File: config.mk
export PLATFORM = sky130hd
export DESIGN_NAME = sbus_frame_decoder
export DESIGN_NICKNAME = d
export VERILOG_FILES = /design/src/hdl/sfd_pkg.sv /design/src/hdl/sfd_front.sv /design/src/hdl/sfd_queue.sv /design/src/hdl/sfd_back.sv /design/src/hdl/sbus_frame_decoder.sv
export VERILOG_INCLUDE_DIRS = /design/src /design/src/hdl
export SDC_FILE = /design/constraint.sdc
export NUM_CORES = 1
export LEC_CHECK = 0
export ABC_AREA = 1
export BUFFER_PORTS_ARGS = -buffer_cell sky130_fd_sc_hd__buf_2
export CAP_MARGIN = 25
export CORE_ASPECT_RATIO = 1.5
export CORE_MARGIN = 1
export CORE_UTILIZATION = 35
export CTS_CLUSTER_SIZE = 12
export DETAILED_ROUTE_END_ITERATION = 8
export HOLD_SLACK_MARGIN = 0.12
export SLEW_MARGIN = 10
export SYNTH_ARGS = -nofsm -noshare
export SYNTH_HDL_FRONTEND = slang
export SYNTH_HIERARCHICAL = 1
export SYNTH_SLANG_ARGS = --single-unit
export TNS_END_PERCENT = 30
File: constraint.sdc
create_clock -name clock -period 7.46 [get_ports clock]
set_clock_uncertainty 0.15 [all_clocks]
set_input_delay 0.373 -clock clock [delete_from_list [all_inputs] [get_ports clock]]
set_output_delay 0.373 -clock clock [all_outputs]
set_load 0.05 [all_outputs]
File: src/hdl/sbus_frame_decoder_macros.svh
// Assertion macros shared by the frame decoder modules.
// Each use expands to one labeled concurrent assertion on the block clock.
`ifndef SBUS_FRAME_DECODER_MACROS_SVH
`define SBUS_FRAME_DECODER_MACROS_SVH

// Property checked at every rising clock edge outside reset
`define SFD_ASSERT(label, prop, msg) \
   label: assert property (@(posedge clock) disable iff (reset) prop) else $error(msg);

// Antecedent in one cycle implies consequent in the next
`define SFD_ASSERT_NEXT(label, ante, cons, msg) \
   label: assert property (@(posedge clock) disable iff (reset) (ante) |=> (cons)) \
      else $error(msg);

`endif

File: src/hdl/sfd_pkg.sv
`timescale 1ns / 1ps
package sfd_pkg;

   // fixed field widths
   localparam int POS_BITS     = 5;
   localparam int CHAN_BITS    = 11;
   localparam int NUMBER_BITS  = 4;
   localparam int VALUE_BITS   = 12;

   // queue between front and back
   localparam int QUEUE_DEPTH  = 4;
   localparam int QPTR_BITS    = 2;
   localparam int QCOUNT_BITS  = 3;

   // register file
   localparam int CSR_ADDR_BITS = 4;
   localparam int CSR_DATA_BITS = 32;
   localparam logic [1:0] REG_HEADER  = 2'd0;
   localparam logic [1:0] REG_FOOTER  = 2'd1;
   localparam logic [1:0] REG_NEUTRAL = 2'd2;

   // reset values
   localparam logic [7:0]           HEADER_RESET  = 8'h0F;
   localparam logic [7:0]           FOOTER_RESET  = 8'h00;
   localparam logic [CHAN_BITS-1:0] NEUTRAL_RESET = 11'd992;
   localparam logic [7:0]           PREV_RESET    = 8'hFF;

   typedef logic [POS_BITS-1:0] pos_type;

   // one classified byte on its way to the back end
   typedef struct packed {
      logic [7:0] data;
      pos_type    pos;
      logic       complete;
   } entry_type;

   // configuration seen by the datapath
   typedef struct packed {
      logic [7:0]           header_value;
      logic [7:0]           footer_value;
      logic [CHAN_BITS-1:0] neutral_offset;
   } cfg_type;

endpackage

File: src/hdl/sfd_front.sv
`timescale 1ns / 1ps
`include "sbus_frame_decoder_macros.svh"
module sfd_front #(
   parameter int FRAME_BYTES = 25
) (
   input  logic               clock,
   input  logic               reset,
   input  logic               req_valid,
   output logic               req_ready,
   input  logic [7:0]         req_received_byte,
   input  sfd_pkg::cfg_type   cfg,
   input  logic               full,
   output logic               push,
   output sfd_pkg::entry_type push_entry
);
   import sfd_pkg::*;

   localparam pos_type LAST_POS = POS_BITS'(FRAME_BYTES - 1);

   pos_type    pos_ff, pos_in;
   logic [7:0] prev_ff, prev_in;
   logic       restart;

   assign req_ready = !full;
   assign push      = req_valid && !full;

   // frame position: restart on header after footer, else advance and wrap
   assign restart = (req_received_byte == cfg.header_value) &&
                    (prev_ff == cfg.footer_value);

   always_comb begin
      pos_in  = pos_ff;
      prev_in = prev_ff;
      if (push) begin
         prev_in = req_received_byte;
         if (restart || pos_ff >= LAST_POS) begin
            pos_in = '0;
         end else begin
            pos_in = pos_ff + 1'b1;
         end
      end
   end

   assign push_entry.data     = req_received_byte;
   assign push_entry.pos      = pos_in;
   assign push_entry.complete = (pos_in == LAST_POS) &&
                                (req_received_byte == cfg.footer_value);

   always_ff @(posedge clock) begin
      if (reset) begin
         pos_ff  <= '0;
         prev_ff <= PREV_RESET;
      end else begin
         pos_ff  <= pos_in;
         prev_ff <= prev_in;
      end
   end

   `SFD_ASSERT(a_pos_range, pos_ff <= LAST_POS, "frame position beyond last slot")

endmodule

File: src/hdl/sfd_queue.sv
`timescale 1ns / 1ps
`include "sbus_frame_decoder_macros.svh"
module sfd_queue (
   input  logic               clock,
   input  logic               reset,
   input  logic               push,
   input  sfd_pkg::entry_type push_entry,
   output logic               full,
   input  logic               pop,
   output sfd_pkg::entry_type pop_entry,
   output logic               empty
);
   import sfd_pkg::*;

   entry_type              slots_ff [QUEUE_DEPTH];
   logic [QPTR_BITS-1:0]   wr_ptr_ff, rd_ptr_ff;
   logic [QCOUNT_BITS-1:0] count_ff;

   assign full      = (count_ff == QCOUNT_BITS'(QUEUE_DEPTH));
   assign empty     = (count_ff == '0);
   assign pop_entry = slots_ff[rd_ptr_ff];

   // entry storage
   always_ff @(posedge clock) begin
      if (push) begin
         slots_ff[wr_ptr_ff] <= push_entry;
      end
   end

   // pointers and fill level
   always_ff @(posedge clock) begin
      if (reset) begin
         wr_ptr_ff <= '0;
         rd_ptr_ff <= '0;
         count_ff  <= '0;
      end else begin
         if (push) wr_ptr_ff <= wr_ptr_ff + 1'b1;
         if (pop)  rd_ptr_ff <= rd_ptr_ff + 1'b1;
         if (push && !pop) begin
            count_ff <= count_ff + 1'b1;
         end else if (pop && !push) begin
            count_ff <= count_ff - 1'b1;
         end
      end
   end

   `SFD_ASSERT(a_no_overflow, push |-> !full, "push into full queue")
   `SFD_ASSERT(a_no_underflow, pop |-> !empty, "pop from empty queue")

endmodule

File: src/hdl/sfd_back.sv
`timescale 1ns / 1ps
`include "sbus_frame_decoder_macros.svh"
module sfd_back #(
   parameter int FRAME_BYTES   = 25,
   parameter int CHANNEL_COUNT = 16
) (
   input  logic               clock,
   input  logic               reset,
   input  logic               empty,
   input  sfd_pkg::entry_type pop_entry,
   output logic               pop,
   input  sfd_pkg::cfg_type   cfg,
   output logic               rsp_valid,
   input  logic               rsp_ready,
   output logic [3:0]         rsp_channel_number,
   output logic signed [11:0] rsp_channel_value,
   output logic               rsp_digital_one,
   output logic               rsp_digital_two,
   output logic               rsp_lost_frame,
   output logic               rsp_failsafe_active,
   output logic               rsp_final_channel
);
   import sfd_pkg::*;

   localparam int LAST      = FRAME_BYTES - 1;
   localparam int FLAG_SLOT = FRAME_BYTES - 2;
   localparam int PAY_BITS  = CHANNEL_COUNT * CHAN_BITS;
   localparam int PAY_BYTES = (PAY_BITS + 7) / 8;

   logic [7:0]             store_ff [FRAME_BYTES];
   logic [PAY_BYTES*8-1:0] gather;
   logic [PAY_BITS-1:0]    payload_ff;
   logic [3:0]             flags_ff;
   logic                   busy_ff;
   logic [NUMBER_BITS-1:0] ch_ff;
   logic                   load, ch_last, start;
   logic [VALUE_BITS-1:0]  diff;

   logic                   rsp_valid_ff;
   logic [NUMBER_BITS-1:0] rsp_number_ff;
   logic signed [VALUE_BITS-1:0] rsp_value_ff;
   logic [3:0]             rsp_flags_ff;
   logic                   rsp_final_ff;

   assign pop     = !busy_ff && !empty;
   assign start   = pop && pop_entry.complete;
   assign load    = busy_ff && (!rsp_valid_ff || rsp_ready);
   assign ch_last = (ch_ff == NUMBER_BITS'(CHANNEL_COUNT - 1));

   // frame store, one byte per slot
   always_ff @(posedge clock) begin
      if (pop) begin
         for (int i = 0; i < FRAME_BYTES; i++) begin
            if (pop_entry.pos == POS_BITS'(i)) begin
               store_ff[i] <= pop_entry.data;
            end
         end
      end
   end

   // payload bytes from slot 1 on; the completing footer is still in flight
   for (genvar j = 0; j < PAY_BYTES; j++) begin : g_gather
      if (j + 1 < LAST) begin : g_store
         assign gather[j*8 +: 8] = store_ff[j+1];
      end else if (j + 1 == LAST) begin : g_footer
         assign gather[j*8 +: 8] = pop_entry.data;
      end else begin : g_short
         assign gather[j*8 +: 8] = 8'h00;
      end
   end

   // low channel minus neutral value
   assign diff = {1'b0, payload_ff[CHAN_BITS-1:0]} - {1'b0, cfg.neutral_offset};

   // unpack shift register and channel flags
   always_ff @(posedge clock) begin
      if (start) begin
         payload_ff <= gather[PAY_BITS-1:0];
         flags_ff   <= store_ff[FLAG_SLOT][7:4];
      end else if (load) begin
         payload_ff <= payload_ff >> CHAN_BITS;
      end
   end

   // result register
   always_ff @(posedge clock) begin
      if (load) begin
         rsp_number_ff <= ch_ff;
         rsp_value_ff  <= diff;
         rsp_flags_ff  <= flags_ff;
         rsp_final_ff  <= ch_last;
      end
   end

   // channel sequencer and result valid
   always_ff @(posedge clock) begin
      if (reset) begin
         busy_ff      <= 1'b0;
         ch_ff        <= '0;
         rsp_valid_ff <= 1'b0;
      end else begin
         if (start) begin
            busy_ff <= 1'b1;
            ch_ff   <= '0;
         end else if (load) begin
            ch_ff <= ch_ff + 1'b1;
            if (ch_last) busy_ff <= 1'b0;
         end
         if (load) begin
            rsp_valid_ff <= 1'b1;
         end else if (rsp_ready) begin
            rsp_valid_ff <= 1'b0;
         end
      end
   end

   assign rsp_valid           = rsp_valid_ff;
   assign rsp_channel_number  = rsp_number_ff;
   assign rsp_channel_value   = rsp_value_ff;
   assign rsp_digital_one     = rsp_flags_ff[3];
   assign rsp_digital_two     = rsp_flags_ff[2];
   assign rsp_lost_frame      = rsp_flags_ff[1];
   assign rsp_failsafe_active = rsp_flags_ff[0];
   assign rsp_final_channel   = rsp_final_ff;

   `SFD_ASSERT(a_final_number, (rsp_valid_ff && rsp_final_ff) |-> (rsp_number_ff == NUMBER_BITS'(CHANNEL_COUNT - 1)), "final flag on wrong channel")
   `SFD_ASSERT_NEXT(a_busy_ends, load && ch_last, !busy_ff, "sequencer still busy after last channel")

endmodule

File: src/hdl/sbus_frame_decoder.sv
`timescale 1ns / 1ps
// Serial radio-control frame decoder.
// req channel: one received UART byte per request (valid/ready). The front end
// tracks the frame position (header after footer restarts it, otherwise it
// advances and wraps after the last slot) and queues each byte with its slot.
// The back end stores the bytes; when the last slot receives a footer byte it
// unpacks CHANNEL_COUNT 11-bit channels, one per cycle from a shift register,
// and returns them on the rsp channel with the flag byte bits; final_channel
// marks the last one.
// The accepted footer byte passes from the queue into the back end, which loads
// the shift register and flags, then the result register; then one result per
// cycle while rsp_ready allows, paced by the channel sequencer. A 4-entry queue
// keeps accepting bytes meanwhile; req_ready drops only when it is full.
// A stalled receiver holds the result register; the sequencer waits on it.
// Reset clears position (0), previous byte (0xFF), queue and registers to
// header 0x0F, footer 0x00, neutral offset 992. Registers: APB at 0x0, 0x4, 0x8.
module sbus_frame_decoder #(
   parameter int FRAME_BYTES   = 25,
   parameter int CHANNEL_COUNT = 16
) (
   input  logic                                clock,
   input  logic                                reset,
   input  logic                                req_valid,
   output logic                                req_ready,
   input  logic [7:0]                          req_received_byte,
   output logic                                rsp_valid,
   input  logic                                rsp_ready,
   output logic [3:0]                          rsp_channel_number,
   output logic signed [11:0]                  rsp_channel_value,
   output logic                                rsp_digital_one,
   output logic                                rsp_digital_two,
   output logic                                rsp_lost_frame,
   output logic                                rsp_failsafe_active,
   output logic                                rsp_final_channel,
   input  logic                                csr_psel,
   input  logic                                csr_penable,
   input  logic                                csr_pwrite,
   input  logic [sfd_pkg::CSR_ADDR_BITS-1:0]   csr_paddr,
   input  logic [sfd_pkg::CSR_DATA_BITS-1:0]   csr_pwdata,
   output logic [sfd_pkg::CSR_DATA_BITS-1:0]   csr_prdata,
   output logic                                csr_pready
);
   import sfd_pkg::*;

   logic [7:0]           header_ff, footer_ff;
   logic [CHAN_BITS-1:0] neutral_ff;
   logic                 csr_write;
   logic [1:0]           csr_index;
   cfg_type              cfg;
   entry_type            push_entry, pop_entry;
   logic                 push, pop, full, empty;

   // register file
   assign csr_pready = 1'b1;
   assign csr_write  = csr_psel && csr_penable && csr_pwrite && csr_pready;
   assign csr_index  = csr_paddr[3:2];

   always_ff @(posedge clock) begin
      if (reset) begin
         header_ff  <= HEADER_RESET;
         footer_ff  <= FOOTER_RESET;
         neutral_ff <= NEUTRAL_RESET;
      end else if (csr_write) begin
         case (csr_index)
            REG_HEADER:  header_ff  <= csr_pwdata[7:0];
            REG_FOOTER:  footer_ff  <= csr_pwdata[7:0];
            REG_NEUTRAL: neutral_ff <= csr_pwdata[CHAN_BITS-1:0];
            default: ;
         endcase
      end
   end

   always_comb begin
      case (csr_index)
         REG_HEADER:  csr_prdata = {{(CSR_DATA_BITS-8){1'b0}}, header_ff};
         REG_FOOTER:  csr_prdata = {{(CSR_DATA_BITS-8){1'b0}}, footer_ff};
         REG_NEUTRAL: csr_prdata = {{(CSR_DATA_BITS-CHAN_BITS){1'b0}}, neutral_ff};
         default:     csr_prdata = '0;
      endcase
   end

   assign cfg.header_value   = header_ff;
   assign cfg.footer_value   = footer_ff;
   assign cfg.neutral_offset = neutral_ff;

   sfd_front #(
      .FRAME_BYTES (FRAME_BYTES)
   ) u_front (
      .clock             (clock),
      .reset             (reset),
      .req_valid         (req_valid),
      .req_ready         (req_ready),
      .req_received_byte (req_received_byte),
      .cfg               (cfg),
      .full              (full),
      .push              (push),
      .push_entry        (push_entry)
   );

   sfd_queue u_queue (
      .clock      (clock),
      .reset      (reset),
      .push       (push),
      .push_entry (push_entry),
      .full       (full),
      .pop        (pop),
      .pop_entry  (pop_entry),
      .empty      (empty)
   );

   sfd_back #(
      .FRAME_BYTES   (FRAME_BYTES),
      .CHANNEL_COUNT (CHANNEL_COUNT)
   ) u_back (
      .clock               (clock),
      .reset               (reset),
      .empty               (empty),
      .pop_entry           (pop_entry),
      .pop                 (pop),
      .cfg                 (cfg),
      .rsp_valid           (rsp_valid),
      .rsp_ready           (rsp_ready),
      .rsp_channel_number  (rsp_channel_number),
      .rsp_channel_value   (rsp_channel_value),
      .rsp_digital_one     (rsp_digital_one),
      .rsp_digital_two     (rsp_digital_two),
      .rsp_lost_frame      (rsp_lost_frame),
      .rsp_failsafe_active (rsp_failsafe_active),
      .rsp_final_channel   (rsp_final_channel)
   );

endmodule
## Word-level counts from Yosys, hierarchy flattened

Memories as Yosys holds them, arrays and structs flattened. A register that Yosys moved wholly into a read port is not among the register bits.
Index checks and enable logic that the tools add are counted.
Widths: inputs -> output; s select.

| storage, ports and cells | value |
|---|---|
| flip-flop bits (word level) | 250 |
| RAM bits | 256 |
| bits of input ports | 51 |
| output and inout port bits | 56 |
| word-level logic and storage cells | 275 |
| memories kept | 2 |

Memory list:

| name | depth | width | read ports | clocked after Yosys merged registers in | write ports | line | source |
|---|---|---|---|---|---|---|---|
| u_back.store_ff | 25 | 8 | 23 | 1 | 1 | sfd_back.sv:30 | `logic [7:0] store_ff [FRAME_BYTES];` |
| u_queue.slots_ff | 4 | 14 | 1 | 1 | 1 | sfd_queue.sv:15 | `entry_type slots_ff [QUEUE_DEPTH];` |

| operators by class | value |
|---|---|
| add/sub/neg operators | 7 |
| magnitude comparators | 1 |
| equality and inequality tests | 32 |
| mux-type cells | 163 |
| reductions and logical operators | 54 |

Operators with widths:

| operator | count |
|---|---|
| $mux 176 | 2 |
| $mux 8 | 24 |
| $reduce_or 8->1 | 24 |
| $mux 5 | 26 |
| $mux 1 | 106 |
| $eq 5x5->1 const B | 10 |
| $eq 5x4->1 const B | 8 |
| $pmux 11 s3 | 1 |
| $eq 8x8->1 | 3 |
| $eq 5x3->1 const B | 4 |
| $sub 11x11->12 | 1 |
| $eq 5x2->1 const B | 2 |
| $logic_and 1x1->1 | 10 |
| $reduce_and 2->1 | 4 |
| $reduce_bool 2->1 | 4 |
| $logic_not 1->1 | 6 |
| $mux 3 | 2 |
| $add 5x1->5 const B | 1 |
| $eq 5x1->1 const B | 1 |
| $ge 5x5->1 const B | 1 |
| $logic_not 5->1 | 1 |
| $add 2x1->2 const B | 2 |
| $add 4x1->4 const B | 1 |
| $eq 4x4->1 const B | 1 |
| other kinds (10) | 12 |

## Depth between registers and ports, before layout

Gate-level depths: netlist of the first run.

| depth | value |
|---|---|
| depth in word-level cells | 30 |
| mapped depth | 14 |
| gate-level depth less buffers | 14 |

## Hierarchy

Netlist of the first run, hierarchy kept.

By module, submodules not included:

| module | instances | cells each | area an instance (um2) |
|---|---|---|---|
| sfd_back | 1 | 1145 | 14680.3 |
| sfd_queue | 1 | 193 | 2537.4 |
| sbus_frame_decoder | 1 | 223 | 1451.4 |
| sfd_front | 1 | 177 | 1042.2 |

## Least setup slack after synthesis of the first run

Ideal clock, no wire load.

| timing | value |
|---|---|
| path kind | register to register |
| start point | register (tool-made name) |
| end point | register u_back.payload_ff[0] (enable) |
| setup time | 1.443 ns |
| arrival | 4.131 ns |
| data required time | 5.867 ns |
| setup slack | 1.736 ns |
| cell stages (with the launch flop) | 9 |
| path buffers | 4 |
| clock period less this slack | 5.724 ns |
| cells stage by stage | dfxtp_1 -> buf_6 -> buf_12 -> nor2_1 -> o22ai_1 -> nand2_4 -> buf_2 -> buf_2 -> nand2_1 |

RTL lines:

| element | line | source |
|---|---|---|
| end signal: assignment | sfd_back.sv:78 | `payload_ff <= gather[PAY_BITS-1:0];` |
| end signal: assignment | sfd_back.sv:81 | `payload_ff <= payload_ff >> CHAN_BITS;` |
| end: declaration | sfd_back.sv:32 | `logic [PAY_BITS-1:0] payload_ff;` |

==> results.toml, run 1 <==
[clock_tree]
holdBufCountCts = 23
post_cts_buffers = 0
cts_tree = "built"
htreeDepth = 2
cts.sinks = 492
cts-root-buf = "clkbuf_16"
numCtsBuffers = 48
clk_latency_ps = 560
cts_max_path_buffers = 3
path_clk_slew_ps = 60
post_cts_resized = 0

[global_route]
grt_pass1_vias = 11873
grt_pass1_wl_um = 64000
grt_max_degree = 96
grt.overflow.total = 0
grtUsageTotal = 0.143
antenna_found_initial = 2

[yosys]
ys_seq_area_frac = 0.722
syn_area_mm2 = 0.0197
yosys-top-cells-area = "edfxtp_1 67%, nand2_1 13%, dfxtp_1 5.6%"
yosysWarnings = 6
syn_avg_cell_area_um2 = 11.3
synth-async-reset-ratio = 0
netlist_instances = 1738
yosysUniqueCellTypes = 35
synth_edf_count = 437
synth_seq_cells = 492
synth_top_flop_cell = "edfxtp_1"
synth.top_cell.area_share = 0.666
synth_top_area_cell = "edfxtp_1"

[place]
dpl.hpwl_um = 24400
port_buffers = 61
finalWeightedCongestion = 0.828

[final_layout]
final_common_cell = "nand2_1"
antennaDiodeCount = 0
drive_gt1_frac = 0.0879
fin_nets = 1897
most-common-layout-cells = "687 x nand2_1, 437 x edfxtp_1, 143 x nor2_1, 116 x inv_1, 61 x buf_2"
area_delta_synth_final_pct = 13.4

[worst_setup_path]
path_cells = "buf_8, inv_2, o21ai_0, o22ai_1, nand2_8, nand2_4, buf_4"
cpPeakStageDelay_ps = 890
path_buf_inv = 3
cpMaxStageDelayCell = "nand2_4"
start_kind = "register"
critPathMaxFanout = 95
required_ps = 7480
crit_family = "buffers and inverters"
worstRegToRegCells = 7
arrival_ps = 4240
critical_path_class = "register to register"
end_kind = "register"
reg2reg_to = "u_back/payload_ff[135]"
r2r_slack_ps = 3240

[floorplanning]
io_pins = 107
die_y_um = 293
core-area_mm2 = 0.0557
die_area_mm2 = 0.0573
rows = 106
die_x_um = 196
start_util = 0.354

[sta]
finalSetupViolCount = 0
finalCritPeriodShare = 0.566
relSlewSlack = 0.301
rsz0062_at_grt = "false"
slew_viol_final = 0
hold_viol = 0
fin_tns_setup_ps = 0
worstMarginPinSlew_ps = 1050
post-route-min-period_ps = 4220
max_freq_mhz = 237

[detailed_routing]
routed_via_density = 4.68
drc_errors = 0
via_count = 11967
routedWlPerCell_um = 16.0
drt.antenna.violating_nets = 0
postRouteWirelength_um = 40900
drt_iter0_markers = 807
drt_pass1_iterations = 5

[hold_path]
hold_path.class = "primary input to register"
min-delay-start = "req_valid"
min_path_cells = 3
holdPathEnd = "u_front/prev_ff[4]"

[power]
ir_drop_v = 0.000225
powerDensity_mw_per_mm2 = 454
finalPower_w = 0.0102
pwr-share-comb = 0.317
pwr-share-seq = 0.466
intPower_w = 0.00650
switching_power_w = 0.00366
p_leak_nw = 8.96
clkPwrFrac = 0.217
swShare = 0.360

[run_status]
outcome = "finished clean"

[flow_run]
max-cap-violations = 0
## cell type report
class                      count  area, um^2
multi-input combinational   1057        4670
sequential                   492       14200
tap                          702         878
timing repair buffer         101         718
clock buffer                  71        1310
inverter                     126         477
clock inverter                 8        72.6
fill                        5267       33400
## synthesized netlist by cell type, drive strengths merged (9+ instances only)
library cell / number
nand2: 694
buf: 74
o22ai: 14
nand3: 58
ha: 18
nor3: 10
o21ai: 35
dfxtp: 55
a21oi: 17
inv: 123
edfxtp: 437
clkbuf: 9
nor2: 149
## worst max-delay path by stage
stage                  start                      to  slack, ps  depth (start not counted)
floorplan           register    u_back/payload_ff[0]       1740                          8
global placement    register  u_back/payload_ff[167]       2960                          6
detailed placement  register   u_back/payload_ff[91]       2870                          6
finish              register  u_back/payload_ff[135]       3240                          7
global route        register  u_back/payload_ff[135]       2890                          7
CTS                 register  u_back/payload_ff[112]       2850                          6
## metrics by stage
stage | setup slack [ps] | hold slack (ps) | utilization | cell area [um^2] | instances
after global placement | 2960 | 258 | 0.371 | 20700 | 2451
after floorplan | 1740 | 250 | - | 19800 | 1758
final | 3240 | 140 | 0.401 | 22300 | 2557
after CTS | 2850 | 123 | 0.400 | 22300 | 2554
after global routing | 2890 | 150 | 0.401 | 22300 | 2557
after detailed placement | 2870 | 270 | 0.371 | 20700 | 2452
## cells by family (layout without fill, tap and decap cells)
logic type               Yosys count  count (layout)  share of synthesized area
AO/OA/AOI/OAI                     74              74                     0.0207
AND/OR/NAND/NOR                  926             926                      0.185
adder cells (fa/ha/maj)           20              20                     0.0135
other                              2              22                   0.000381
XOR/XNOR                          15              15                    0.00667
flip-flops                       492             492                      0.722
buffers and inverters            209             306                     0.0517
## state kept, by name, summed over array words and instances (netlist names), 4 cells and up, named ones only
signal,cells
footer_ff,8
header_ff,8
neutral_ff,11
u_back/ch_ff,4
u_back/flags_ff,4
u_back/payload_ff,176
u_back/rsp_channel_number,4
u_back/rsp_channel_value,12
u_back/rsp_flags_ff,4
u_back/store_ff,180
u_front/pos_ff,5
u_front/prev_ff,8
u_queue/slots_ff,56
## layer usage
layer  vias up  track usage  part of all wire
met3        77       0.0204             0.044
met1      5737        0.170              0.40
met4         0       0.0619             0.034
met5         -            0                 0
met2       290        0.255              0.52
li1       5863            -                 -
## worst register-to-register path, stage by stage (launching register included)
cell     delay, ps
dfxtp_1        360
buf_8          190
inv_2          350
o21ai_0        140
o22ai_1        360
nand2_8        440
nand2_4        910
buf_4          880
## power by group through the flow
stage / combinational [W] / clock [W] / sequential [W]
3_3_place_gp: 0.00310 / 0 / 0.00480
6_report: 0.00322 / 0.00220 / 0.00473
3_5_place_dp: 0.00321 / 0 / 0.00481
2_1_floorplan: 0.00202 / 0 / 0.00496
4_1_cts: 0.00323 / 0.00226 / 0.00477
5_1_grt: 0.00361 / 0.00234 / 0.00481
No activity file was read; power rests on OpenSTA's default activity.
==> run 2: changes to the inputs <==
- ABC_AREA: 1 -> 0
- clock period: 7.46 -> 3.9 ns (I/O delays scaled with it)
==> run 2 against run 1 <==
  * Die area grew 0.33%
  * Routed wire length shrank 8.8%
  * Synthesized area grew 0.33%
  * Final cell count shrank 21%
  * First-iteration DRC count shrank 32%
  * Fmax grew 34%
  * Design area grew 1.0%
  * Total power grew 74%
  * Critical path depth shrank 3
  * Clock power grew 91%
  * Count of clock-buffer cells in the layout is the same
==> results.toml, run 2 <==
[clock_tree]
cts_max_path_buffers = 3
cts.sinks = 492
path_clk_slew_ps = 60
holdBufCountCts = 37
clk_latency_ps = 570
cts_tree = "built"
cts-root-buf = "clkbuf_16"
numCtsBuffers = 48
post_cts_resized = 0
htreeDepth = 2
post_cts_buffers = 0

[yosys]
yosys-top-cells-area = "edfxtp_1 66%, dfxtp_1 5.6%, mux2_4 5.5%"
synth_seq_cells = 492
yosysMostFrequentCell = "edfxtp_1"
synth-async-reset-ratio = 0
synth_top_cells_by_count = "437 x edfxtp_1, 92 x mux2_2, 73 x mux2_4"
netlist_instances = 1122
syn_area_mm2 = 0.0198
yosysWarnings = 6
ys_seq_area_frac = 0.719
synth.top_cell.area_share = 0.664
synth_top_flop_cell = "edfxtp_1"
yosysUniqueCellTypes = 58
synth_edf_count = 437
synth_top_area_cell = "edfxtp_1"
syn_avg_cell_area_um2 = 17.6

[sta]
hold_viol = 0
fin_tns_setup_ps = 0
finalCritPeriodShare = 0.808
slew_viol_final = 0
relSlewSlack = 0.387
worstMarginPinSlew_ps = 916
setup_ws_ps = 750
post-route-min-period_ps = 3150
rsz0062_at_grt = "false"
finalSetupViolCount = 0
holdWs_ps = 204
max_freq_mhz = 317

[final_layout]
area_delta_synth_final_pct = 14.1
largest-register = "u_back/store_ff"
final_common_cell = "edfxtp_1"
fin_nets = 1313
most-common-layout-cells = "437 x edfxtp_1, 92 x mux2_2, 73 x mux2_4, 61 x buf_2, 55 x dfxtp_1"
largest_reg_flops = 180
drive_gt1_frac = 0.261
top_regs = "u_back/store_ff (180), u_back/payload_ff (176), u_queue/slots_ff (56)"

[floorplanning]
die_y_um = 293
rows = 106
io_pins = 107
core-area_mm2 = 0.0558
start_util = 0.354
die_area_mm2 = 0.0575
die_x_um = 196

[worst_setup_path]
arrival_ps = 3190
start_kind = "register"
critical_path_class = "register to register"
required_ps = 3940
critPathMaxFanout = 10
end_kind = "register"
cpMaxStageDelayCell = "mux4_1"
cpPeakStageDelay_ps = 730
path_cells = "buf_4, mux4_1, or3_1, nor2_1"

[place]
post-place-ws_ps = 717
finalWeightedCongestion = 0.775
port_buffers = 61
dpl.hpwl_um = 22200

[power]
p_leak_nw = 7.84
powerDensity_mw_per_mm2 = 781
finalPower_w = 0.0176
ir_drop_v = 0.000627

[detailed_routing]
drc_errors = 0
routedWlPerCell_um = 18.4
via_count = 9381
top_layer = "met4"
postRouteWirelength_um = 37300
drt_pass1_iterations = 4
drt_iter0_markers = 551
drt.antenna.violating_nets = 0
m1WireLength_um = 14900
wl_met3_um = 1010
routed_via_density = 4.63
dr_wl_met2_um = 20100

[global_route]
grt_pass1_vias = 9972
grt.overflow.total = 0
grt_max_degree = 100
antenna_found_initial = 0
grt_pass1_wl_um = 57900
grtUsageTotal = 0.132

[run_status]
outcome = "finished clean"

[hold_path]
hold_path.class = "primary input to register"

[flow_run]
max-cap-violations = 0
## run 2: per-layer routing
metal  GRT usage  up-vias
met5           0        -
met4      0.0541        0
met3      0.0173       65
met2       0.244      151
met1       0.152     4780
li1            -     4385
## run 2: kinds of logic (layout without fill, tap and decap cells)
| family | after synthesis | count (layout) | share of synthesized area |
|---|---|---|---|
| adder cells (fa/ha/maj) | 20 | 20 | 0.0134 |
| XOR/XNOR | 40 | 40 | 0.0177 |
| buffers and inverters | 93 | 221 | 0.0309 |
| AND/OR/NAND/NOR | 218 | 218 | 0.0613 |
| AO/OA/AOI/OAI | 38 | 38 | 0.0123 |
| flip-flops | 492 | 492 | 0.719 |
| multiplexers | 219 | 219 | 0.145 |
| other | 2 | 23 | 0.000380 |
## run 2: final cells by class
cell class / instances / area [um^2]
diodes: 1 / 2.50
inverters: 23 / 86.3
repair buffers: 120 / 903
multi-input cells: 557 / 5020
clock inverters: 7 / 65.1
well taps: 756 / 946
flip-flops and latches: 492 / 14200
clock buffers: 71 / 1330
fillers: 4971 / 33300
## run 2: stage by stage
stage               instances  cell area, um^2  utilization
global placement         1910            20800        0.372
floorplan                1142            19900            -
finish                   2027            22600        0.404
detailed placement       1910            20800        0.372
global route             2026            22600        0.404
CTS                      2025            22600        0.404
## run 2: power by group
| part | switching [W] | total, W | internal [W] |
|---|---|---|---|
| Clock | 0.00185 | 0.00420 | 0.00235 |
| Sequential | 0.000426 | 0.00852 | 0.00809 |
| Combinational | 0.00284 | 0.00492 | 0.00207 |
## run 2: path summary, 6_finish.rpt
check                     startpoint                      to  slack, ps  depth (start not counted)
setup reg to reg            register   u_back/store_ff[8][2]        750                          4
setup / recovery            register   u_back/store_ff[8][2]        750                          4
hold reg to reg   u_back/flags_ff[0]  u_back/rsp_flags_ff[0]        270                          0
hold / removal             req_valid      u_front/prev_ff[2]        200                          4
## run 2: critical path: cells and delay by family (launching register included)
family | cells | cell delay (ps)
and+or+nand+nor | 2 | 1090
DFF | 1 | 480
muxes | 1 | 730
buffers and inverters | 1 | 300
